**src/rtl/core/joystick_drive_mixer_macros.svh**
```systemverilog
// Assertion macros for the joystick drive mixer RTL.
`ifndef JOYSTICK_DRIVE_MIXER_MACROS_SVH
`define JOYSTICK_DRIVE_MIXER_MACROS_SVH
`ifndef SYNTHESIS
// Property checked on every clock edge outside reset.
`define JDM_ASSERT(lbl, prop) \
    lbl: assert property (@(posedge clk) disable iff (!rst_n) prop) \
        else $error("assertion failed");
// Condition in one cycle implies a consequence in the next.
`define JDM_ASSERT_NEXT(lbl, cond, cons) \
    lbl: assert property (@(posedge clk) disable iff (!rst_n) (cond) |=> (cons)) \
        else $error("assertion failed");
`else
`define JDM_ASSERT(lbl, prop)
`define JDM_ASSERT_NEXT(lbl, cond, cons)
`endif
`endif

```
**src/rtl/core/jdm_pkg.sv**
```systemverilog
// Types, constants and the tangent table of the joystick drive mixer.
`default_nettype none
package jdm_pkg;

    localparam int CW       = 16;          // coordinate width
    localparam int RW       = 10;          // range width
    localparam int RADW     = 15;          // radius width
    localparam int DUTYW    = 7;
    localparam int LIMW     = (RW > 10) ? RW : 10;
    localparam int TW       = 20;          // tangent table width
    localparam int PRODW    = CW + TW;
    localparam int SQW      = 2 * CW + 2;  // radicand, whole bit pairs
    localparam int SQ_STEPS = CW + 1;
    localparam int ROOTW    = CW + 1;
    localparam int REMW     = CW + 4;
    localparam int RCW      = (ROOTW > RADW) ? ROOTW : RADW;
    localparam int NUMW     = 22;          // radius * 100
    localparam int QW       = 7;
    localparam int DIV_STEPS = 7;
    localparam int NCELL    = 45;
    localparam int CELLW    = 6;
    localparam int CNTW     = 6;

    localparam logic [TW-1:0] TAN_ONE = 20'd1000000;
    localparam logic [CELLW-1:0] SPIN_K = 6'd43;
    localparam logic [13:0] RECIP90 = 14'd11651;  // ceil(2^20 / 90)

    localparam logic [2:0] MOT_STOP  = 3'd0;
    localparam logic [2:0] MOT_FWD   = 3'd1;
    localparam logic [2:0] MOT_BACK  = 3'd2;
    localparam logic [2:0] MOT_LEFT  = 3'd3;
    localparam logic [2:0] MOT_RIGHT = 3'd4;

    localparam logic [1:0] REG_MIN_SPEED  = 2'd0;
    localparam logic [1:0] REG_NEAR_LIMIT = 2'd1;
    localparam logic [1:0] REG_SPIN_DUTY  = 2'd2;

    typedef enum logic [2:0] {
        DS_ZERO = 3'b001,
        DS_SPIN = 3'b010,
        DS_MIX  = 3'b100
    } dsel_t;

    typedef struct packed {
        logic [DUTYW-1:0] min_speed;
        logic [9:0]       near_limit;
        logic [DUTYW-1:0] spin_duty;
    } cfg_t;

    typedef struct packed {
        logic [CW-1:0]    ax;
        logic [CW-1:0]    ay;
        logic             xneg;
        logic             yneg;
        logic [PRODW-1:0] ax1e6;
        logic [PRODW-1:0] ay1e6;
        logic [PRODW-1:0] axt43;
        logic [RADW-1:0]  r;
        logic [RW-1:0]    rng;
        logic             a_clr;
        logic             b_clr;
        logic [SQW-1:0]   nsh;
        logic [REMW-1:0]  rem;
        logic [ROOTW-1:0] root;
        logic [NUMW-1:0]  num;
        logic [QW-1:0]    q;
        logic [CNTW-1:0]  cntle;
        logic [CNTW-1:0]  cntlt;
    } item_t;

    // round(tan((k+1) deg) * 1e6)
    function automatic logic [TW-1:0] tank(input logic [CELLW-1:0] k);
        logic [TW-1:0] t;
        case (k)
            6'd0:  t = 20'd17455;   6'd1:  t = 20'd34921;   6'd2:  t = 20'd52408;
            6'd3:  t = 20'd69927;   6'd4:  t = 20'd87489;   6'd5:  t = 20'd105104;
            6'd6:  t = 20'd122785;  6'd7:  t = 20'd140541;  6'd8:  t = 20'd158384;
            6'd9:  t = 20'd176327;  6'd10: t = 20'd194380;  6'd11: t = 20'd212557;
            6'd12: t = 20'd230868;  6'd13: t = 20'd249328;  6'd14: t = 20'd267949;
            6'd15: t = 20'd286745;  6'd16: t = 20'd305731;  6'd17: t = 20'd324920;
            6'd18: t = 20'd344328;  6'd19: t = 20'd363970;  6'd20: t = 20'd383864;
            6'd21: t = 20'd404026;  6'd22: t = 20'd424475;  6'd23: t = 20'd445229;
            6'd24: t = 20'd466308;  6'd25: t = 20'd487733;  6'd26: t = 20'd509525;
            6'd27: t = 20'd531709;  6'd28: t = 20'd554309;  6'd29: t = 20'd577350;
            6'd30: t = 20'd600861;  6'd31: t = 20'd624869;  6'd32: t = 20'd649408;
            6'd33: t = 20'd674509;  6'd34: t = 20'd700208;  6'd35: t = 20'd726543;
            6'd36: t = 20'd753554;  6'd37: t = 20'd781286;  6'd38: t = 20'd809784;
            6'd39: t = 20'd839100;  6'd40: t = 20'd869287;  6'd41: t = 20'd900404;
            6'd42: t = 20'd932515;  6'd43: t = 20'd965689;
            default: t = TAN_ONE;
        endcase
        return t;
    endfunction

    function automatic logic [DUTYW-1:0] sat100(input logic [DUTYW-1:0] v);
        return (v > 7'd100) ? 7'd100 : v;
    endfunction

endpackage
`default_nettype wire

```
**src/rtl/core/jdm_cell.sv**
```systemverilog
// One cell of the chain: angle compare, plus in the early cells a root or a division step.
`default_nettype none
module jdm_cell (
    input  wire logic                      clk,
    input  wire logic                      rst_n,
    input  wire logic                      en,
    input  wire logic [jdm_pkg::CELLW-1:0] idx,
    input  wire logic                      vin,
    input  wire jdm_pkg::item_t            din,
    output logic                           vout,
    output jdm_pkg::item_t                 dout
);
    import jdm_pkg::*;

    logic             v_reg;
    item_t            d_reg;
    item_t            d_next;
    logic [PRODW-1:0] prod;
    logic [REMW-1:0]  rem_t;
    logic [REMW-1:0]  trial;
    logic [ROOTW-1:0] root_new;
    logic [RCW-1:0]   root_x;
    logic [RCW-1:0]   r_x;
    logic [RADW-1:0]  dclamp;
    logic [2:0]       bsel;
    logic [NUMW-1:0]  sub;

    always_comb
    begin
        d_next   = din;
        // angle: one tangent threshold per cell
        prod = PRODW'(din.ay) * PRODW'(tank(idx));
        if (prod <= din.ax1e6)
            d_next.cntle = din.cntle + 1'b1;
        if (prod < din.ax1e6)
            d_next.cntlt = din.cntlt + 1'b1;

        // square root, one bit pair per cell
        rem_t    = {din.rem[REMW-3:0], din.nsh[SQW-1:SQW-2]};
        trial    = REMW'({din.root, 2'b01});
        root_new = {din.root[ROOTW-2:0], 1'b0};
        root_x   = '0;
        r_x      = RCW'(din.r);
        dclamp   = '0;
        bsel     = 3'(DIV_STEPS - 1) - 3'(idx - CELLW'(SQ_STEPS));
        sub      = NUMW'(din.r) << bsel;
        if (idx < CELLW'(SQ_STEPS))
        begin
            if (rem_t >= trial)
            begin
                d_next.rem = rem_t - trial;
                root_new   = {din.root[ROOTW-2:0], 1'b1};
            end
            else
                d_next.rem = rem_t;
            d_next.root = root_new;
            d_next.nsh  = {din.nsh[SQW-3:0], 2'b00};
            // last root step: clamp to radius, scale by 100
            if (idx == CELLW'(SQ_STEPS - 1))
            begin
                root_x     = RCW'(root_new);
                dclamp     = (root_x > r_x) ? din.r : RADW'(root_x);
                d_next.num = NUMW'(dclamp) * NUMW'(100);
                d_next.q   = '0;
            end
        end
        // restoring division step for speed = num / r
        else if (idx < CELLW'(SQ_STEPS + DIV_STEPS))
        begin
            if (din.num >= sub)
            begin
                d_next.num     = din.num - sub;
                d_next.q[bsel] = 1'b1;
            end
        end
    end

    always_ff @(posedge clk or negedge rst_n)
    begin
        if (!rst_n)
            v_reg <= 1'b0;
        else if (en)
            v_reg <= vin;
    end

    always_ff @(posedge clk)
    begin
        if (en)
            d_reg <= d_next;
    end

    assign vout = v_reg;
    assign dout = d_reg;

endmodule
`default_nettype wire

```
**config.mk**
```make
export PLATFORM = sky130hd
export DESIGN_NAME = jdm_cell
export DESIGN_NICKNAME = d
export VERILOG_FILES = /design/src/rtl/core/joystick_drive_mixer_macros.svh /design/src/rtl/core/jdm_pkg.sv /design/src/rtl/core/jdm_cell.sv
export SDC_FILE = /design/constraint.sdc
export NUM_CORES = 1
export LEC_CHECK = 0
export BUFFER_PORTS_ARGS = -buffer_cell sky130_fd_sc_hd__buf_2
export CORE_MARGIN = 2
export CORE_UTILIZATION = 57
export CTS_CLUSTER_DIAMETER = 40
export DETAILED_ROUTE_END_ITERATION = 10
export PLACE_DENSITY_LB_ADDON = 0.12
export SYNTH_ARGS = -nofsm -noshare
export SYNTH_HDL_FRONTEND = slang
export SYNTH_SLANG_ARGS = --single-unit
```
**constraint.sdc**
```tcl
create_clock -name clk -period 0.8 [get_ports clk]
set_input_delay 0.04 -clock clk [delete_from_list [all_inputs] [get_ports clk]]
set_output_delay 0.04 -clock clk [all_outputs]
set_load 0.01 [all_outputs]
```
==> results.rst, run 1 <==
.. list-table::
   :header-rows: 1

   * - Metric
     - Value
   * - Result of the run
     - did not finish
   * - Failing step
     - global routing
   * - First reported error
     - [ERROR GRT-0116] Global routing finished with congestion. Check the congestion regions in the DRC Viewer.
   * - Die Width
     - 223 um
   * - Via count of the first global-routing pass
     - 38,000
   * - Number of placed instances with taps included
     - 4,440
   * - Buffer cell driving the clock tree root
     - sky130_fd_sc_hd__clkbuf_16
   * - Num rows
     - 80
   * - Distinct cells, synth
     - 88
   * - Aggregate global-route resource usage
     - 0.755
   * - Synth Cell Area
     - ~27,000 um2
   * - I/O pin cnt
     - 573
   * - Area of placed instances
     - 36,200 um2
   * - Average size of a mapped cell
     - 9.87 um2
   * - Main synth FF type
     - sky130_fd_sc_hd__edfxtp_1
   * - GRT Residual Overflow
     - 78
   * - Fraction of registers with async set/reset
     - 0.00355
   * - Wire length of the first global-routing pass
     - roughly 270 mm
   * - Synthesized netlist net count
     - 3,580
   * - Share of the yosys chip area belonging to registers
     - 0.310
   * - Largest buffer count on any clock path
     - 3
   * - Input/output buffers
     - 572
   * - Clock sink count
     - between 200 and 300
   * - Number of enable-type register cells in the synthesized netlist
     - 281
   * - Synthesized instance count
     - between 2,000 and 3,000
   * - Count of state elements after synthesis
     - 282
   * - Starting density of the core
     - 0.574
   * - Die Ht
     - between 200 and 250 um
   * - Pin count of the biggest net entering global routing
     - 33
   * - Yosys warning count
     - 0
   * - Number of clock buffers inserted by TritonCTS
     - 43
   * - H-tree depth
     - 2
   * - Final HPWL from detailed placement
     - 83.4 mm
   * - Routability congestion estimate
     - 1.01
metrics by stage:
stage	setup TNS (ps)	setup slack [ps]	hold WS, ps
detailed placement	-325730	-8320	-184
CTS	-323600	-7200	-98.2
global placement	-319500	-8180	-184
floorplan	-243300	-7360	-256
metal layers:
metal	overflow	track usage
met1	2	0.755
met2	36	0.907
met3	4	0.643
met4	36	0.690
met5	0	0.414
logic make-up after synthesis:
logic type / synth area share
adder cells (fa/ha/maj): 0.311
buffers and inverters: 0.0733
AND/OR/NAND/NOR: 0.137
multiplexers: 0.0222
flip-flops: 0.310
AO/OA/AOI/OAI: 0.121
XOR/XNOR: 0.0253
Yosys cell counts (12+ instances only):
master                     count  area, um2
sky130_fd_sc_hd__nand2_1     403       1510
sky130_fd_sc_hd__inv_1       400       1500
sky130_fd_sc_hd__edfxtp_1    281       8440
sky130_fd_sc_hd__ha_1        262       3280
sky130_fd_sc_hd__fa_1        261       5230
sky130_fd_sc_hd__a21oi_1     135        676
sky130_fd_sc_hd__and2_1      121        757
sky130_fd_sc_hd__o21ai_0     120        601
sky130_fd_sc_hd__nor2_1      104        390
sky130_fd_sc_hd__clkbuf_1     90        338
sky130_fd_sc_hd__xnor2_1      52        455
sky130_fd_sc_hd__a21o_1       51        383
sky130_fd_sc_hd__nor2b_1      38        238
sky130_fd_sc_hd__mux2i_1      37        370
sky130_fd_sc_hd__nand3_1      34        170
sky130_fd_sc_hd__xor2_1       27        236
sky130_fd_sc_hd__nor3_1       23        115
sky130_fd_sc_hd__a31oi_1      22        138
sky130_fd_sc_hd__a211oi_1     21        158
sky130_fd_sc_hd__nand2b_1     21        131
sky130_fd_sc_hd__o21a_1       19        143
sky130_fd_sc_hd__nand4_1      18        113
sky130_fd_sc_hd__buf_2        15       75.1
sky130_fd_sc_hd__and3_1       12       75.1
timing repair:
item / in CTS
pin swaps: 138
hold buffers: 281
setup buffers: 72
endpoints found under the hold margin: 270
setup endpoints to repair: 394
gates resized for setup: 324
cloned: 4
==> run 2, diff against run 1 <==
- CORE_UTILIZATION: 57 -> 40
- CTS_CLUSTER_DIAMETER: 40 -> default
- PLACE_DENSITY_LB_ADDON: 0.12 -> 0.15
==> run 2 against run 1 <==
The flow now finishes, with violations (negative hold slack, negative setup slack). Synthesized cell count is the same. Area after synthesis is the same.
==> results.rst, run 2 <==
.. list-table::
   :header-rows: 1

   * - Metric
     - Value
   * - Clock transition at path regs
     - 70 ps
   * - Num rows
     - 95
   * - Fraction of registers with async set/reset
     - 0.00355
   * - Pin count of the biggest net entering global routing
     - roughly 50
   * - Top achievable clock speed
     - 0.122 GHz
   * - Share of synthesized area spent on multiplexers
     - 0.0222
   * - Hold Vio Cnt, Final
     - 2
   * - DRC marker count from the first detailed-route iteration
     - 1,938
   * - Post-Route Skew
     - 0 ps
   * - Worst stage delay on the critical path
     - about 560 ps
   * - RSZ-0062 raised after global routing
     - true
   * - Number of clock buffers inserted by TritonCTS
     - 30
   * - Leakage power summed over all cells
     - slightly above 20 nW
   * - Data required time at the worst endpoint
     - 1160 ps
   * - Synthesized instance count
     - 2,766
   * - Routability congestion estimate
     - 0.948
   * - Fraction of post-synthesis cell area in the top cell type by area
     - 0.309
   * - Maximum fanout along the worst path
     - 5
   * - GRT Residual Overflow
     - 0
   * - Post-detailed-route count of antenna-violating nets
     - 0
   * - I/O pin cnt
     - 573
   * - Max reg flops
     - 281
   * - Share of synthesized cell area in and, or, nand and nor gates
     - 0.137
   * - Wire length of the first global-routing pass
     - around 160 mm
   * - Total number of vias
     - around 27,000
   * - Input/output buffers
     - 572
   * - Library cell occupying the most area in the post-synthesis netlist
     - sky130_fd_sc_hd__edfxtp_1
   * - Die Ht
     - 265 um
   * - Type of the worst min-delay path
     - in2reg
   * - Most common cell after layout, fill and taps aside
     - sky130_fd_sc_hd__buf_4
   * - Capturing element type of the critical path
     - flop
   * - Die footprint
     - 70,400 um2
   * - Die Width
     - ~270 um
   * - Total Negative Setup Slacks
     - -326,960 ps
   * - Aggregate global-route resource usage
     - 0.299
   * - Synth-to-layout area growth
     - 61.0%
   * - H-tree depth
     - 1
   * - Average size of a mapped cell
     - 9.87 um2
   * - Worst path slowest cell
     - sky130_fd_sc_hd__fa_2
   * - Main synth FF type
     - sky130_fd_sc_hd__edfxtp_1
   * - Clock sink count
     - 282
   * - Placement Setup Slack
     - -8320 ps
   * - Distinct cells, synth
     - 88
   * - Largest buffer count on any clock path
     - 3
   * - Floorplan core area
     - 67,400 um2
   * - Commonest cells after routing, fill and taps aside
     - 624 x sky130_fd_sc_hd__buf_4, 548 x sky130_fd_sc_hd__buf_2, 373 x sky130_fd_sc_hd__inv_1
   * - Number of iterations in the first detailed-routing pass
     - 6
   * - Final HPWL from detailed placement
     - 82.6 mm
   * - Yosys warning count
     - 0
   * - Total power draw
     - 184 mW
   * - Delay-heaviest family, CP
     - adder cells
   * - Sum of buffers and inverters on the critical path
     - 11
   * - CTS tree
     - built
   * - Final worst path period share
     - 10.3
   * - Dominant combinational cell family by area after synthesis
     - adder cells
   * - DRC
     - 0
   * - Non-filler cells, final
     - 5,179
   * - Count of state elements after synthesis
     - 282
   * - Least-Margin Pin Slew
     - 538 ps
   * - Result of the run
     - finished with violations
   * - Kind of start point of the critical path
     - input port
   * - Arrival time of the worst setup path
     - 8570 ps
   * - Detail-routed net length per standard cell
     - around 21 um
   * - Number of antenna violations at the first check in global routing
     - 14
   * - Pwr/cell area
     - 4180 nW/um2
   * - Synthesized netlist net count
     - 3,580
   * - Max-slew violations
     - 0
   * - Share of post-route cells with drive strength above 1
     - 0.416
   * - Buffer cell driving the clock tree root
     - sky130_fd_sc_hd__clkbuf_16
   * - Worst slew margin
     - 0.638
   * - Insertion delay of the later-clocked pin in the worst-skew pair
     - 600 ps
   * - Via count of the first global-routing pass
     - approximately 29,000
   * - Final core utilization
     - 0.652
   * - Classification of the worst setup path
     - in2reg
   * - Final hold slack
     - -103 ps
   * - Cell types with the largest area share after synthesis
     - sky130_fd_sc_hd__edfxtp_1 31%, sky130_fd_sc_hd__fa_1 19%, sky130_fd_sc_hd__ha_1 12%
   * - Post-synth top cells
     - 403 x sky130_fd_sc_hd__nand2_1, 400 x sky130_fd_sc_hd__inv_1, 281 x sky130_fd_sc_hd__edfxtp_1, 262 x sky130_fd_sc_hd__ha_1, 261 x sky130_fd_sc_hd__fa_1
   * - Number of enable-type register cells in the synthesized netlist
     - 281
   * - Number of placed instances with taps included
     - 4,707
   * - Max-cap viol count
     - 0
   * - Fraction of the mapped netlist area in compound gates
     - 0.121
   * - Final setup margin
     - -7410 ps
   * - Number of endpoints failing setup at the final stage
     - 394
   * - Number of nets in the layout
     - 5,091
   * - IR drop worst, VDD
     - a little over 0.009 V
   * - Share of synthesized cell area in full adder, half adder and majority cells
     - 0.311
   * - Final worst path period need
     - 8210 ps
   * - Via/cell ratio
     - 5.23
   * - Xor-xnor portion of the synthesized cell area
     - 0.0253
   * - Total wirelength of the detailed-routed design
     - 109 mm
   * - Library cell with the highest instance count after synthesis
     - sky130_fd_sc_hd__nand2_1
   * - Synth Cell Area
     - 27,300 um2
   * - Share of the yosys chip area belonging to registers
     - 0.310
   * - Violated checks
     - negative hold slack, negative setup slack
   * - Starting density of the core
     - 0.405
-- run 2: cell counts after synthesis --
No cell type changed its count.
-- run 2: logic make-up after synthesis --
family | after synthesis
simple gates | 806
buf+inv | 521
xor+xnor | 79
compound gates | 504
mux | 51
fa+ha+maj | 523
flops | 282
-- run 2: metrics by stage --
| stage | instance area (um2) | hold WS (ps) |
|---|---|---|
| floorplan | 28500 | -256 |
| global placement | 36500 | -184 |
| detailed placement | 36500 | -178 |
| CTS | 42700 | -146 |
| global route | 44000 | -124 |
| finish | 44000 | -103 |
-- run 2: what timing repair did --
action | CTS | global route
setup buffers | 84 | 44
setup endpoints to repair | 394 | 449
hold endpoints to repair | 281 | 3
resized for setup | 344 | 206
hold buffers | 279 | 1
pin swaps | 164 | 163
gates cloned | 10 | 3
-- run 2: worst paths after layout --
kind	start	end	slack, ps	depth (start not counted)
min in group asynchronous	rst_n	vout	310	3
worst min-delay path	din[1]	dout[1]	-100	3
worst max-delay path	idx[0]	dout[7]	-7410	40
max in group asynchronous	rst_n	vout	380	3
worst min register to register	vout	vout	510	1
worst max register to register	vout	vout	60	1
-- run 2: where the power goes --
group | switching, mW | internal, mW | total, mW
Combinational | 74.1 | 77.1 | 151
Sequential | 0.477 | 18.1 | 18.5
Clock | 6.07 | 8.12 | 14.2
-- run 2: layout make-up --
class | instances | area, um2
antenna | 8 | 20.0
clock buffer | 33 | 762
clock inverter | 20 | 216
fill | 5245 | 23400
inverter | 402 | 1540
multi-input combinational | 1965 | 19500
sequential | 282 | 8460
tap | 873 | 1090
timing repair buffer | 1596 | 12400
-- run 2: routing by layer --
metal	up-vias	GRT usage	share of wire
li1	12400	-	-
met5	-	0	0.00054
met2	1047	0.528	0.50
met1	13400	0.351	0.38
met4	10	0.133	0.049
met3	267	0.0608	0.071
-- run 2: tightest hold or removal path, stage by stage --
cell and delay, ps:
sky130_fd_sc_hd__buf_2 90, sky130_fd_sc_hd__ha_1 120, sky130_fd_sc_hd__mux2_4 140
Power figures use the tool's default switching activity.
