File: src/rtl/core/joystick_drive_mixer_macros.svh
// Assertion macros for the joystick drive mixer RTL.
`ifndef JOYSTICK_DRIVE_MIXER_MACROS_SVH
`define JOYSTICK_DRIVE_MIXER_MACROS_SVH
`ifndef SYNTHESIS
// Property checked on every clock edge outside reset.
`define JDM_ASSERT(lbl, prop) \
    lbl: assert property (@(posedge clk) disable iff (!rst_n) prop) \
        else $error("assertion failed");
// Condition in one cycle implies a consequence in the next.
`define JDM_ASSERT_NEXT(lbl, cond, cons) \
    lbl: assert property (@(posedge clk) disable iff (!rst_n) (cond) |=> (cons)) \
        else $error("assertion failed");
`else
`define JDM_ASSERT(lbl, prop)
`define JDM_ASSERT_NEXT(lbl, cond, cons)
`endif
`endif

File: src/rtl/core/jdm_pkg.sv
// Types, constants and the tangent table of the joystick drive mixer.
`default_nettype none
package jdm_pkg;

    localparam int CW       = 16;          // coordinate width
    localparam int RW       = 10;          // range width
    localparam int RADW     = 15;          // radius width
    localparam int DUTYW    = 7;
    localparam int LIMW     = (RW > 10) ? RW : 10;
    localparam int TW       = 20;          // tangent table width
    localparam int PRODW    = CW + TW;
    localparam int SQW      = 2 * CW + 2;  // radicand, whole bit pairs
    localparam int SQ_STEPS = CW + 1;
    localparam int ROOTW    = CW + 1;
    localparam int REMW     = CW + 4;
    localparam int RCW      = (ROOTW > RADW) ? ROOTW : RADW;
    localparam int NUMW     = 22;          // radius * 100
    localparam int QW       = 7;
    localparam int DIV_STEPS = 7;
    localparam int NCELL    = 45;
    localparam int CELLW    = 6;
    localparam int CNTW     = 6;

    localparam logic [TW-1:0] TAN_ONE = 20'd1000000;
    localparam logic [CELLW-1:0] SPIN_K = 6'd43;
    localparam logic [13:0] RECIP90 = 14'd11651;  // ceil(2^20 / 90)

    localparam logic [2:0] MOT_STOP  = 3'd0;
    localparam logic [2:0] MOT_FWD   = 3'd1;
    localparam logic [2:0] MOT_BACK  = 3'd2;
    localparam logic [2:0] MOT_LEFT  = 3'd3;
    localparam logic [2:0] MOT_RIGHT = 3'd4;

    localparam logic [1:0] REG_MIN_SPEED  = 2'd0;
    localparam logic [1:0] REG_NEAR_LIMIT = 2'd1;
    localparam logic [1:0] REG_SPIN_DUTY  = 2'd2;

    typedef enum logic [2:0] {
        DS_ZERO = 3'b001,
        DS_SPIN = 3'b010,
        DS_MIX  = 3'b100
    } dsel_t;

    typedef struct packed {
        logic [DUTYW-1:0] min_speed;
        logic [9:0]       near_limit;
        logic [DUTYW-1:0] spin_duty;
    } cfg_t;

    typedef struct packed {
        logic [CW-1:0]    ax;
        logic [CW-1:0]    ay;
        logic             xneg;
        logic             yneg;
        logic [PRODW-1:0] ax1e6;
        logic [PRODW-1:0] ay1e6;
        logic [PRODW-1:0] axt43;
        logic [RADW-1:0]  r;
        logic [RW-1:0]    rng;
        logic             a_clr;
        logic             b_clr;
        logic [SQW-1:0]   nsh;
        logic [REMW-1:0]  rem;
        logic [ROOTW-1:0] root;
        logic [NUMW-1:0]  num;
        logic [QW-1:0]    q;
        logic [CNTW-1:0]  cntle;
        logic [CNTW-1:0]  cntlt;
    } item_t;

    // round(tan((k+1) deg) * 1e6)
    function automatic logic [TW-1:0] tank(input logic [CELLW-1:0] k);
        logic [TW-1:0] t;
        case (k)
            6'd0:  t = 20'd17455;   6'd1:  t = 20'd34921;   6'd2:  t = 20'd52408;
            6'd3:  t = 20'd69927;   6'd4:  t = 20'd87489;   6'd5:  t = 20'd105104;
            6'd6:  t = 20'd122785;  6'd7:  t = 20'd140541;  6'd8:  t = 20'd158384;
            6'd9:  t = 20'd176327;  6'd10: t = 20'd194380;  6'd11: t = 20'd212557;
            6'd12: t = 20'd230868;  6'd13: t = 20'd249328;  6'd14: t = 20'd267949;
            6'd15: t = 20'd286745;  6'd16: t = 20'd305731;  6'd17: t = 20'd324920;
            6'd18: t = 20'd344328;  6'd19: t = 20'd363970;  6'd20: t = 20'd383864;
            6'd21: t = 20'd404026;  6'd22: t = 20'd424475;  6'd23: t = 20'd445229;
            6'd24: t = 20'd466308;  6'd25: t = 20'd487733;  6'd26: t = 20'd509525;
            6'd27: t = 20'd531709;  6'd28: t = 20'd554309;  6'd29: t = 20'd577350;
            6'd30: t = 20'd600861;  6'd31: t = 20'd624869;  6'd32: t = 20'd649408;
            6'd33: t = 20'd674509;  6'd34: t = 20'd700208;  6'd35: t = 20'd726543;
            6'd36: t = 20'd753554;  6'd37: t = 20'd781286;  6'd38: t = 20'd809784;
            6'd39: t = 20'd839100;  6'd40: t = 20'd869287;  6'd41: t = 20'd900404;
            6'd42: t = 20'd932515;  6'd43: t = 20'd965689;
            default: t = TAN_ONE;
        endcase
        return t;
    endfunction

    function automatic logic [DUTYW-1:0] sat100(input logic [DUTYW-1:0] v);
        return (v > 7'd100) ? 7'd100 : v;
    endfunction

endpackage
`default_nettype wire

File: src/rtl/core/jdm_tail.sv
// Mix and obstacle decision, then output register.
`default_nettype none
`include "joystick_drive_mixer_macros.svh"
module jdm_tail (
    input  wire logic                      clk,
    input  wire logic                      rst_n,
    input  wire logic                      en,
    input  wire jdm_pkg::cfg_t             cfg,
    input  wire logic                      vin,
    input  wire jdm_pkg::item_t            din,
    output logic                           out_valid,
    output logic [2:0]                     motion,
    output logic [jdm_pkg::DUTYW-1:0]      duty_a,
    output logic [jdm_pkg::DUTYW-1:0]      duty_b,
    output logic                           running
);
    import jdm_pkg::*;

    // stage A
    logic             a_valid_reg;
    logic [13:0]      a_p_reg,     a_p_next;
    logic [DUTYW-1:0] a_speed_reg, a_speed_next;
    logic [2:0]       a_mot_reg,   a_mot_next;
    logic             a_run_reg,   a_run_next;
    dsel_t            a_ds_reg,    a_ds_next;
    logic             a_slow_a_reg, a_slow_a_next;
    logic [DUTYW-1:0] a_spin_reg,  a_spin_next;
    // stage B
    logic             out_valid_reg;
    logic [2:0]       mot_reg,  mot_next;
    logic [DUTYW-1:0] da_reg,   da_next;
    logic [DUTYW-1:0] db_reg,   db_next;
    logic             run_reg,  run_next;

    logic             spinl, spinr, near, fwd;
    logic [DUTYW-1:0] minsp, f;
    logic [27:0]      sc_prod;
    logic [DUTYW-1:0] scaled;

    // stage A: speed, angle factor, motion decision
    always_comb
    begin
        minsp        = sat100(cfg.min_speed);
        a_spin_next  = sat100(cfg.spin_duty);
        a_speed_next = (din.q < minsp) ? minsp : din.q;
        spinl        = din.xneg && (din.ay1e6 <= din.axt43);
        spinr        = !din.xneg && (din.ax != '0) && (din.ay < din.ax);
        near         = (din.rng != '0) && (LIMW'(din.rng) < LIMW'(cfg.near_limit));
        fwd          = (din.ay != '0) && !din.yneg;
        if (din.ax == '0)
            f = 7'd90;
        else if (din.xneg)
            f = (din.ay < din.ax) ? 7'd45 : 7'd90 - 7'(din.cntle);
        else
            f = 7'd89 - 7'(din.cntlt);
        a_p_next      = 14'(a_speed_next) * 14'(f);
        a_slow_a_next = din.xneg;

        a_mot_next = MOT_STOP;
        a_ds_next  = DS_ZERO;
        a_run_next = 1'b0;
        if (din.r == '0)
        begin
            a_mot_next = MOT_STOP;
        end
        else if (spinl)
        begin
            a_mot_next = MOT_LEFT;  a_ds_next = DS_SPIN; a_run_next = 1'b1;
        end
        else if (spinr)
        begin
            a_mot_next = MOT_RIGHT; a_ds_next = DS_SPIN; a_run_next = 1'b1;
        end
        else if (fwd)
        begin
            a_ds_next  = DS_SPIN;
            a_run_next = 1'b1;
            if (near)
            begin
                if (!din.a_clr && !din.b_clr)
                begin
                    a_mot_next = MOT_LEFT; a_run_next = 1'b0;
                end
                else if (!din.a_clr)
                    a_mot_next = MOT_RIGHT;
                else
                    a_mot_next = MOT_LEFT;
            end
            else if (!din.a_clr)
                a_mot_next = MOT_RIGHT;
            else if (!din.b_clr)
                a_mot_next = MOT_LEFT;
            else
            begin
                a_mot_next = MOT_FWD; a_ds_next = DS_MIX;
            end
        end
        else if (din.ay != '0)
        begin
            a_mot_next = MOT_BACK; a_ds_next = DS_MIX; a_run_next = 1'b1;
        end
    end

    // stage B: slow wheel = p / 90 by reciprocal, exact for p below 74898
    always_comb
    begin
        sc_prod  = 28'(a_p_reg) * 28'(RECIP90);
        scaled   = sc_prod[26:20];
        mot_next = a_mot_reg;
        run_next = a_run_reg;
        case (a_ds_reg)
            DS_SPIN:
            begin
                da_next = a_spin_reg;
                db_next = a_spin_reg;
            end
            DS_MIX:
            begin
                da_next = a_slow_a_reg ? scaled : a_speed_reg;
                db_next = a_slow_a_reg ? a_speed_reg : scaled;
            end
            default:
            begin
                da_next = '0;
                db_next = '0;
            end
        endcase
    end

    always_ff @(posedge clk or negedge rst_n)
    begin
        if (!rst_n)
        begin
            a_valid_reg   <= 1'b0;
            out_valid_reg <= 1'b0;
        end
        else if (en)
        begin
            a_valid_reg   <= vin;
            out_valid_reg <= a_valid_reg;
        end
    end

    always_ff @(posedge clk)
    begin
        if (en)
        begin
            a_p_reg      <= a_p_next;
            a_speed_reg  <= a_speed_next;
            a_mot_reg    <= a_mot_next;
            a_run_reg    <= a_run_next;
            a_ds_reg     <= a_ds_next;
            a_slow_a_reg <= a_slow_a_next;
            a_spin_reg   <= a_spin_next;
            mot_reg      <= mot_next;
            da_reg       <= da_next;
            db_reg       <= db_next;
            run_reg      <= run_next;
        end
    end

    assign out_valid = out_valid_reg;
    assign motion    = mot_reg;
    assign duty_a    = da_reg;
    assign duty_b    = db_reg;
    assign running   = run_reg;

    `JDM_ASSERT(a_stop_quiet, out_valid && motion == MOT_STOP |-> duty_a == '0 && duty_b == '0 && !running)
    `JDM_ASSERT(a_duty_range, out_valid |-> duty_a <= 7'd100 && duty_b <= 7'd100)
    `JDM_ASSERT(a_drive_runs, out_valid && (motion == MOT_FWD || motion == MOT_BACK) |-> running)
    `JDM_ASSERT_NEXT(a_stage_adv, en && a_valid_reg, out_valid)

endmodule
`default_nettype wire

File: config.mk
export PLATFORM = sky130hd
export DESIGN_NAME = jdm_tail
export DESIGN_NICKNAME = d
export VERILOG_FILES = /design/src/rtl/core/jdm_pkg.sv /design/src/rtl/core/jdm_tail.sv
export VERILOG_INCLUDE_DIRS = /design/src /design/src/rtl/core
export SDC_FILE = /design/constraint.sdc
export NUM_CORES = 1
export LEC_CHECK = 0
export ABC_AREA = 1
export BUFFER_PORTS_ARGS = -buffer_cell sky130_fd_sc_hd__buf_4
export CORE_MARGIN = 10
export CORE_UTILIZATION = 45
export DETAILED_ROUTE_END_ITERATION = 8
export GPL_ROUTABILITY_DRIVEN = 0
export PLACE_DENSITY = 0.73
export SLEW_MARGIN = 25
export SYNTH_ARGS = -nofsm -noshare
export SYNTH_HDL_FRONTEND = slang
export SYNTH_SLANG_ARGS = --single-unit
File: constraint.sdc
create_clock -name clk -period 9.6 [get_ports clk]
set_clock_uncertainty 0.15 [all_clocks]
set_input_delay 0.48 -clock clk [delete_from_list [all_inputs] [get_ports clk]]
set_output_delay 0.48 -clock clk [all_outputs]
set_load 0.01 [all_outputs]
==> results.md, run 1 <==
| Item | Reported | Unit |
|:---|:---|:---|
| Status | complete, no violations | - |
| Maximum number of pins on one net before global-route repair | 59 | - |
| Startpoint types | primary input | - |
| Vias | 8608 | - |
| Endpoint class of the critical path | register | - |
| Delay contributed by the slowest stage of the critical path | 550 | ps |
| Max-slew violation count | 0 | - |
| Most common cell after layout, fill and taps aside | sky130_fd_sc_hd__nand2_1 | - |
| Number of fill cells in the layout | 2003 | - |
| Effective utilization at floorplan | 0.459 | - |
| EDFF count, synth | 54 | - |
| Total gr overflow | 0 | - |
| Number of H-tree levels | 2 | - |
| Worst-path clk slew | 80 | ps |
| Antenna violations before repair | 0 | - |
| Routing usage on met3 | 0.0186 | - |
| Post-Synth Adder-Cell Area | 0.395 | - |
| Worst setup path category | in -> reg | - |
| Synthesized netlist net count | 1859 | - |
| Cell class contributing the biggest share of worst-path delay | adder cells | - |
| Number of antenna-violating nets in the routed design | 0 | - |
| Total core area | 0.0211 | mm2 |
| Global routing's busiest layer | met2 | - |
| Top cell type's share of synthesized area | 0.259 | - |
| Area share of and/or/nand/nor cells after synthesis | 0.228 | - |
| Overall routed net length | 23.8 | mm |
| Die footprint | 0.0278 | mm2 |
| Root Buffer | sky130_fd_sc_hd__clkbuf_16 | - |
| Number of port buffers | 198 | - |
| Clock buffer depth | 2 | - |
| Sequential-to-total area share from yosys stat | 0.173 | - |
| Number of failing setup endpoints in the final timing report | 0 | - |
| Netlist area before placement | 0.00968 | mm2 |
| Vias per cell | 4.89 | - |
| Critical Path Slowest Stage Cell | sky130_fd_sc_hd__fa_1 | - |
| Count of cell types in the netlist | 38 | - |
| Number of antenna cells inserted | 0 | - |
| Post-synthesis register bit count | 56 | - |
| Via count of the first global-routing pass | 8906 | - |
| Number of standard-cell rows in the floorplan | 53 | - |
| Met2 track utilization from global routing | 0.325 | - |
| CTS Sinks | 56 | - |
| Die height | 167 | um |
| First-pass iteration count of the detailed router | 5 | - |
| Async S/R FF share, synth | 0.0357 | - |
| Per-instance average area after synthesis | 7.54 | um2 |
| Number of flip-flops under the largest register name | 14 | - |
| Fin. Hold Viols | 0 | - |
| Min Tclk post-route | 6060 | ps |
| Global-route wire length before repair | 40.1 | mm |
| Yosys warnings | 0 | - |
| Library cell occupying the most area in the post-synthesis netlist | sky130_fd_sc_hd__ha_1 | - |
| Combinational family with the most area after synthesis | adder cells | - |
| Utilization after layout | 0.552 | - |
| CP Buf/Inv Count | 6 | - |
| Fraction of met1 tracks used by global routing | 0.194 | - |
| Pin slew with the least headroom to its limit | 1010 | ps |
| Detailed router's first-iteration violation count | 384 | - |
| Final HPWL DP | 21.6 | mm |
| Final TNS setup | 0 | ps |
| Layout Area Growth over Synthesis | 20.3 | % |
| Gate count of the mapped netlist | 1284 | - |
| Min-Delay Path Class | in -> reg | - |
| Compound-gate portion of the synthesized area | 0.0686 | - |
| Number of remaining DRC errors | 0 | - |
| Worst-skew pair later-pin latency | 300 | ps |
| Slew Limit Headroom | 0.327 | - |
| Chip Width | 167 | um |
| Crit path required time | 9500 | ps |
| Top cells by area in the synthesized netlist | sky130_fd_sc_hd__ha_1, sky130_fd_sc_hd__edfxtp_1, sky130_fd_sc_hd__fa_1 | - |
| CTS tree | built | - |
| Total routing usage reported by global routing | 0.169 | - |
| Number of top-level design ports | 328 | - |
| Most frequent cells in the layout | sky130_fd_sc_hd__nand2_1, sky130_fd_sc_hd__inv_1, sky130_fd_sc_hd__ha_1 | - |
| Highest Clock Rate | 165 | MHz |
| Routed WL per cell | 13.5 | um |
| Proportion of synthesized area in mux cells | 0 | - |
| Number of instances resized during post-cts repair | 0 | - |
| Dominant synthesized flop cell | sky130_fd_sc_hd__edfxtp_1 | - |
| Max Cap Violations | 0 | - |
| Buffers inserted during post-CTS setup optimization | 0 | - |
| Fraction of layout cells with a size suffix above 1 | 0.163 | - |
| Parity-gate share of the synthesized area counting xor and xnor cells | 0.0181 | - |
| Critical path peak fanout | 8 | - |
| Signal arrival time at the worst endpoint | 5960 | ps |
| Setup repair after global routing missed its margin | no | - |
| Period Utilization, post-route | 0.632 | - |
| Cts bufs inserted | 5 | - |
| Final nets | 2060 | - |
[synthesized netlist by cell type, drive strengths merged (3+ instances only)]
| master | instances |
|---|---|
| ha | 200 |
| a21o | 6 |
| fa | 66 |
| o21bai | 3 |
| nand4 | 17 |
| edfxtp | 54 |
| xnor2 | 9 |
| or2 | 5 |
| nor3 | 6 |
| xor2 | 11 |
| o21ai | 27 |
| nand3 | 63 |
| a31oi | 3 |
| clkbuf | 4 |
| nand2 | 302 |
| nor2 | 124 |
| inv | 291 |
| a21oi | 77 |
| nand3b | 3 |
[what timing repair did]
item / 4_1_cts / 5_1_grt
hold endpoints to repair: 2 / 0
hold buffers: 1 / 0
setup endpoints to repair: 0 / 0
[layout make-up]
class	count	area, um2	share of cell area
clock buffer	6	129	0.0111
sequential	56	1670	0.144
multi-input combinational	932	6870	0.590
timing repair buffer	199	1500	0.129
tap	275	344	0.0296
inverter	291	1090	0.0938
clock inverter	2	38.8	0.00333
[metal layers]
metal,wire [um],share of wire
met1,9910,0.42
met2,12800,0.54
met3,713,0.030
met4,369,0.016
met5,0,0
[worst reg2reg max path: stages, from the launching register on]
cell	delay, ps
sky130_fd_sc_hd__edfxtp_1	510
sky130_fd_sc_hd__ha_1	400
sky130_fd_sc_hd__ha_1	290
sky130_fd_sc_hd__inv_1	50
sky130_fd_sc_hd__fa_1	530
sky130_fd_sc_hd__inv_1	60
sky130_fd_sc_hd__fa_1	510
sky130_fd_sc_hd__fa_1	550
sky130_fd_sc_hd__inv_1	50
sky130_fd_sc_hd__fa_1	500
sky130_fd_sc_hd__inv_1	40
sky130_fd_sc_hd__ha_1	310
sky130_fd_sc_hd__a21oi_1	240
sky130_fd_sc_hd__o21ai_0	190
sky130_fd_sc_hd__nand2_1	90
sky130_fd_sc_hd__nand2_1	50
sky130_fd_sc_hd__nor2_1	140
sky130_fd_sc_hd__o21ai_1	80
sky130_fd_sc_hd__nand2_1	80
sky130_fd_sc_hd__nand3_1	70
sky130_fd_sc_hd__nand2_1	80
sky130_fd_sc_hd__nand2_1	50
[cells by family (layout without fill, tap and decap cells)]
logic type | Yosys count | in the layout
adders and majority gates | 266 | 266
and+or+nand+nor | 526 | 526
buffers and inverters | 296 | 498
AOI/OAI and AO/OA | 120 | 120
xor gates and xnor gates | 20 | 20
DFF | 56 | 56
[path summary, 6_finish.rpt]
path	start	to	slack, ps	cells past startpoint
min reg2reg	a_mot_reg[1]	motion[1]	280	0
max reg2reg	a_p_reg[0]	duty_b[2]	4320	21
max in group asynchronous	rst_n	out_valid	8870	2
max	cfg[18]	a_p_reg[11]	3540	28
min	cfg[5]	a_spin_reg[5]	210	1
min in group asynchronous	rst_n	a_valid_reg	350	2
[metrics by stage]
step,cell area [um2],setup WS [ps],std cells,hold WS [ps]
after floorplan,9680,3810,1284,34.4
after global placement,11500,3300,1752,113
after detailed placement,11500,3250,1752,117
after CTS,11600,3560,1761,204
after global routing,11600,3090,1761,205
final,11600,3540,1761,212
Power of run 1 is not shown: default switching activity piles up to over one toggle a cycle in this logic, so the estimate is an artifact.
==> run 2: changes to the inputs <==
- clock period: 9.6 -> 6.1 ns (I/O delays scaled with it)
==> run 2 against run 1 <==
Setup slack got worse by 3100 ps; via count is 0.66% lower; sequential share of layout area hardly changed; first-iteration DRC count shrank 3.9%; final cell count rose by 0.17%; final area is essentially flat; clock-buffer cell count decreased by 1; core utilization is 0.053 points higher.
==> results.md, run 2 (synthesis results as in run 1) <==
| Item | Reported | Unit | vs previous |
|:---|:---|:---|:---|
| Status | complete, no violations | - |  |
| Global-route wire length before repair | 40.4 | mm | +0.79% |
| Endpoint class of the critical path | register | - |  |
| Number of top-level design ports | 328 | - | unchanged |
| Root Buffer | sky130_fd_sc_hd__clkbuf_16 | - |  |
| Overall routed net length | 24.2 | mm | +1.8% |
| # placed instances | 1755 | - | +0.17% |
| Highest Clock Rate | 177 | MHz |  |
| Max Cap Violations | 0 | - | unchanged |
| Number of antenna cells inserted | 0 | - | unchanged |
| Period Utilization, post-route | 0.924 | - |  |
| Most common cell after layout, fill and taps aside | sky130_fd_sc_hd__nand2_1 | - |  |
| Worst setup path category | in -> reg | - |  |
| CTS Sinks | 56 | - | unchanged |
| Total gr overflow | 0 | - | unchanged |
| Worst-skew pair later-pin latency | 300 | ps | about the same |
| Clock buffer depth | 2 | - | unchanged |
| Critical Path Slowest Stage Cell | sky130_fd_sc_hd__fa_1 | - |  |
| Routed WL per cell | 13.7 | um | +1.6% |
| Number of antenna-violating nets in the routed design | 0 | - | unchanged |
| Number of H-tree levels | 2 | - | unchanged |
| Number of fill cells in the layout | 2033 | - | +1.5% |
| Antenna violations before repair | 0 | - | unchanged |
| Slew Limit Headroom | 0.323 | - | -0.00342 |
| Worst-path clk slew | 70 | ps | about the same |
| Die footprint | 0.0278 | mm2 | unchanged |
| Final nets | 2063 | - | +0.15% |
| Via count of the first global-routing pass | 9013 | - | +1.2% |
| Cts bufs inserted | 5 | - | unchanged |
| Crit path required time | 5990 | ps | -3510 ps |
| Number of port buffers | 198 | - | unchanged |
| CTS tree | built | - |  |
| Sequential cell area in the final layout | 0.00167 | mm2 | unchanged |
| Total core area | 0.0211 | mm2 | unchanged |
| Vias per cell | 4.85 | - | -0.83% |
| Pin slew with the least headroom to its limit | 1010 | ps | +5.12 ps |
| Fraction of layout cells with a size suffix above 1 | 0.167 | - | +0.00370 |
| Die height | 167 | um | unchanged |
| Number of failing setup endpoints in the final timing report | 0 | - | unchanged |
| Layout Area Growth over Synthesis | 20.4 | % | about the same |
| Number of flip-flops under the largest register name | 14 | - | unchanged |
| Fin. Hold Viols | 0 | - | unchanged |
| Layout Cells excl Fill | 1764 | - | +0.17% |
| Number of remaining DRC errors | 0 | - | unchanged |
| Detailed router's first-iteration violation count | 369 | - | -3.9% |
| Final HPWL DP | 21.9 | mm | +1.3% |
| Utilization after layout | 0.553 | - | about the same |
| Critical path peak fanout | 7 | - | -1 |
| Number of standard-cell rows in the floorplan | 53 | - | unchanged |
| Max-slew violation count | 0 | - | unchanged |
| Area of combinational cells with multiple inputs | 0.00688 | mm2 | +0.15% |
| Signal arrival time at the worst endpoint | 5520 | ps | -440 ps |
| Most frequent cells in the layout | sky130_fd_sc_hd__nand2_1, sky130_fd_sc_hd__inv_1, sky130_fd_sc_hd__buf_4 | - |  |
| Chip Width | 167 | um | unchanged |
| Startpoint types | primary input | - |  |
| Delay contributed by the slowest stage of the critical path | 540 | ps | about the same |
| Total routing usage reported by global routing | 0.170 | - | +0.000971 |
| Min Tclk post-route | 5630 | ps |  |
| Vias | 8551 | - | -0.66% |
| Min-Delay Path Class | in -> reg | - |  |
| Final TNS setup | 0 | ps | unchanged |
| Maximum number of pins on one net before global-route repair | 59 | - | unchanged |
| Effective utilization at floorplan | 0.459 | - | unchanged |
| First-pass iteration count of the detailed router | 5 | - | unchanged |
[run 2: worst paths after layout]
kind                            depth (start not counted)            end  startpoint  slack (ps)
worst max register to register                         21      duty_a[1]  a_p_reg[3]         790
min in group asynchronous                               2      out_valid       rst_n         200
worst max-delay path                                   28    a_p_reg[11]     cfg[18]         470
worst min-delay path                                    1  a_spin_reg[6]      cfg[6]          40
worst min register to register                          0        running   a_run_reg         270
max in group asynchronous                               2    a_valid_reg       rst_n        5520
[run 2: repair_timing]
item	CTS	global route
endpoints found under the hold margin	2	0
hold buffers	1	0
resized for setup	0	3
setup buffers	0	0
setup endpoints to repair	0	1
[run 2: per-stage QoR]
stage / setup WS [ps] / hold WS, ps / area [um2]
4_1_cts: 407 / 37.0 / 11600
3_3_place_gp: 214 / -61.9 / 11500
3_5_place_dp: 105 / -59.8 / 11500
6_report: 466 / 36.7 / 11700
2_1_floorplan: 485 / -141 / 9680
5_1_grt: -4.13 / 36.9 / 11700
[run 2: area by class of cell]
class                      instances  area share
tap                              275      0.0295
sequential                        56       0.143
timing repair buffer             202       0.130
clock inverter                     3     0.00183
multi-input combinational        932       0.590
inverter                         291      0.0937
clock buffer                       5      0.0107
[run 2: worst max-delay path, delay by kind of cell]
| family | cells | cell delay [ps] |
|---|---|---|
| simple gates | 8 | 780 |
| compound gates | 7 | 1240 |
| buf+inv | 6 | 440 |
| xor+xnor | 1 | 80 |
| fa+ha+maj | 6 | 2680 |
[run 2: layer usage]
| layer | vias up | routed length [um] | track usage |
|---|---|---|---|
| met4 | 0 | 432 | 0.0420 |
| met2 | 140 | 13000 | 0.331 |
| met5 | - | 0 | 0 |
| li1 | 4474 | - | - |
| met1 | 3909 | 10200 | 0.193 |
| met3 | 28 | 555 | 0.0146 |
Power of run 2 is left out for the same reason.
==> run 3: changes to the inputs <==
- BUFFER_PORTS_ARGS: -buffer_cell sky130_fd_sc_hd__buf_4 -> -buffer_cell sky130_fd_sc_hd__buf_2
- CAP_MARGIN: not set -> 30
- GPL_ROUTABILITY_DRIVEN: 0 -> not set
==> run 3 against run 2 <==
Global-route usage decreased by 0.30 points; critical path depth is the same; maximum frequency rose by 0.65%; non-clock buffer count increased by 3; die area unchanged; critical path type unchanged; final area fell by 4.1%; highest routed layer unchanged.
==> results.md, run 3 (synthesis results as in run 1) <==
| Item | Reported | Unit | vs previous |
|:---|:---|:---|:---|
| Final HPWL DP | 21.7 | mm | -1.1% |
| Number of port buffers | 198 | - | unchanged |
| Number of top-level design ports | 328 | - | unchanged |
| Global-route wire length before repair | 39.6 | mm | -2.1% |
| Final worst setup slack | 502 | ps | +36.3 ps |
| # placed instances | 1758 | - | +0.17% |
| Number of H-tree levels | 2 | - | unchanged |
| Number of standard-cell rows in the floorplan | 53 | - | unchanged |
| Vias | 8567 | - | +0.19% |
| Fin. Hold Viols | 0 | - | unchanged |
| Clock buffer depth | 2 | - | unchanged |
| Overall routed net length | 23.7 | mm | -2.2% |
| Number of failing setup endpoints in the final timing report | 0 | - | unchanged |
| Endpoint class of the critical path | register | - |  |
| Total core area | 0.0211 | mm2 | unchanged |
| Die footprint | 0.0278 | mm2 | unchanged |
| Max Cap Violations | 0 | - | unchanged |
| Chip Width | 167 | um | unchanged |
| Number of antenna-violating nets in the routed design | 0 | - | unchanged |
| Buffers inserted during post-CTS setup optimization | 0 | - | unchanged |
| Critical path peak fanout | 7 | - | unchanged |
| Pin slew with the least headroom to its limit | 694 | ps | -319 ps |
| Most common cell after layout, fill and taps aside | sky130_fd_sc_hd__nand2_1 | - |  |
| Vias per cell | 4.85 | - | about the same |
| Worst Setup Slack post-DPL | 171 | ps | +65.7 ps |
| CTS Sinks | 56 | - | unchanged |
| Via count of the first global-routing pass | 8892 | - | -1.3% |
| Routability congestion estimate | 0.895 | - |  |
| Routed WL per cell | 13.4 | um | -2.3% |
| Fraction of layout cells with a size suffix above 1 | 0.168 | - | +0.00101 |
| Destination of the critical timing path | a_p_reg[11] | - |  |
| Worst-skew pair later-pin latency | 300 | ps | about the same |
| Min Tclk post-route | 5600 | ps | -36.3 ps |
| Root Buffer | sky130_fd_sc_hd__clkbuf_16 | - |  |
| Effective utilization at floorplan | 0.459 | - | unchanged |
| Die height | 167 | um | unchanged |
| Max-slew violation count | 0 | - | unchanged |
| Number of remaining DRC errors | 0 | - | unchanged |
| Crit Reg-Reg Endpoint | duty_a[1] | - |  |
| Total routing usage reported by global routing | 0.167 | - | -0.00301 |
| Flop2flop setup slack | 840 | ps | +50 ps |
| Number of flip-flops under the largest register name | 14 | - | unchanged |
| Min-Delay Path Class | in -> reg | - |  |
| Worst-path clk slew | 70 | ps | about the same |
| First-pass iteration count of the detailed router | 5 | - | unchanged |
| Crit path required time | 5990 | ps | about the same |
| Setup repair after global routing missed its margin | no | - |  |
| Final TNS setup | 0 | ps | unchanged |
| Highest Clock Rate | 179 | MHz | +0.65% |
| Maximum number of pins on one net before global-route repair | 59 | - | unchanged |
| Status | complete, no violations | - |  |
| Total gr overflow | 0 | - | unchanged |
| Detailed router's first-iteration violation count | 416 | - | +13% |
| Slew Limit Headroom | 0.537 | - | +0.214 |
| Layout Cells excl Fill | 1767 | - | +0.17% |
| Most frequent cells in the layout | sky130_fd_sc_hd__nand2_1, sky130_fd_sc_hd__inv_1, sky130_fd_sc_hd__ha_1 | - |  |
| CTS tree | built | - |  |
| Number of cells traversed by the worst hold path | 1 | - | unchanged |
| Cts bufs inserted | 5 | - | unchanged |
| Number of antenna cells inserted | 0 | - | unchanged |
| Final nets | 2066 | - | +0.15% |
| Layout Area Growth over Synthesis | 15.4 | % |  |
| Launch point of the worst path | cfg[18] | - |  |
| Reg-to-reg critical path startpoint | a_p_reg[4] | - |  |
| Worst setup path category | in -> reg | - |  |
| Startpoint types | primary input | - |  |
| Number of fill cells in the layout | 2058 | - | +1.2% |
| Period Utilization, post-route | 0.918 | - | -0.00595 |
| Signal arrival time at the worst endpoint | 5490 | ps | -30 ps |
| Depth of the worst register-to-register path | 21 | - | unchanged |
| Antenna violations before repair | 0 | - | unchanged |
-- run 3: cell count changes in the layout (fill, tap and decap cells not counted) --
| cell | previous run | this run |
|---|---|---|
| sky130_fd_sc_hd__a21oi_2 | 2 | 1 |
| sky130_fd_sc_hd__o21ai_0 | 23 | 24 |
| sky130_fd_sc_hd__a21oi_1 | 75 | 76 |
| sky130_fd_sc_hd__buf_4 | 201 | 5 |
| sky130_fd_sc_hd__o21ai_1 | 4 | 3 |
| sky130_fd_sc_hd__buf_2 | 0 | 199 |
-- run 3: how the worst min path moves through the flow --
stage,endpoint,slack [ps],from
floorplan,a_valid_reg,-140,rst_n
global placement,out_valid,-60,rst_n
detailed placement,out_valid,-60,rst_n
CTS,a_spin_reg[6],50,cfg[6]
global route,a_spin_reg[6],50,cfg[6]
finish,a_spin_reg[6],50,cfg[6]
-- run 3: through the flow --
| step | util | hold slack (ps) | cell area, um2 |
|---|---|---|---|
| after global placement | 0.522 | -58.9 | 11000 |
| after CTS | 0.529 | 50.9 | 11200 |
| after floorplan | - | -141 | 9680 |
| after detailed placement | 0.522 | -55.6 | 11000 |
| final | 0.530 | 50.7 | 11200 |
| after global routing | 0.530 | 48.2 | 11200 |
-- run 3: what timing repair did --
action                                 in CTS  in global routing
resized for setup                           0                  1
endpoints found under the hold margin       2                  0
hold buffers                                1                  0
setup endpoints to repair                   0                  1
-- run 3: metal layers --
metal | track usage | share of wire | up-vias
met2 | 0.324 | 0.54 | 144
li1 | - | - | 4483
met3 | 0.0160 | 0.030 | 31
met4 | 0.0431 | 0.019 | 0
met5 | 0 | 0 | -
met1 | 0.188 | 0.41 | 3909
-- run 3: worst max-delay path, cell delays in order --
cell and delay, ps:
sky130_fd_sc_hd__buf_2 100, sky130_fd_sc_hd__o21ai_1 120, sky130_fd_sc_hd__nand2_1 80, sky130_fd_sc_hd__nand2_2 100
sky130_fd_sc_hd__nand2_1 80, sky130_fd_sc_hd__ha_1 290, sky130_fd_sc_hd__a21oi_1 160, sky130_fd_sc_hd__nor2_1 80
sky130_fd_sc_hd__a211oi_4 230, sky130_fd_sc_hd__nand2_2 150, sky130_fd_sc_hd__nand2_1 100, sky130_fd_sc_hd__nand2_2 90
sky130_fd_sc_hd__inv_2 80, sky130_fd_sc_hd__nand2_1 70, sky130_fd_sc_hd__fa_1 510, sky130_fd_sc_hd__fa_1 540
sky130_fd_sc_hd__inv_1 50, sky130_fd_sc_hd__fa_1 520, sky130_fd_sc_hd__inv_1 50, sky130_fd_sc_hd__fa_1 520
sky130_fd_sc_hd__inv_1 40, sky130_fd_sc_hd__ha_1 300, sky130_fd_sc_hd__a21oi_1 210, sky130_fd_sc_hd__inv_1 80
sky130_fd_sc_hd__a31oi_2 180, sky130_fd_sc_hd__o21ai_0 160, sky130_fd_sc_hd__a21oi_1 200, sky130_fd_sc_hd__xor2_1 80
-- run 3: layout make-up --
type	count	area, um2	share of cell area
flip-flops and latches	56	1670	0.150
well taps	275	344	0.0308
clock buffers	5	125	0.0112
repair buffers	205	1040	0.0934
clock inverters	3	21.3	0.00190
multi-input cells	932	6870	0.615
inverters	291	1090	0.0978
Power of run 3 is left out for the same reason.
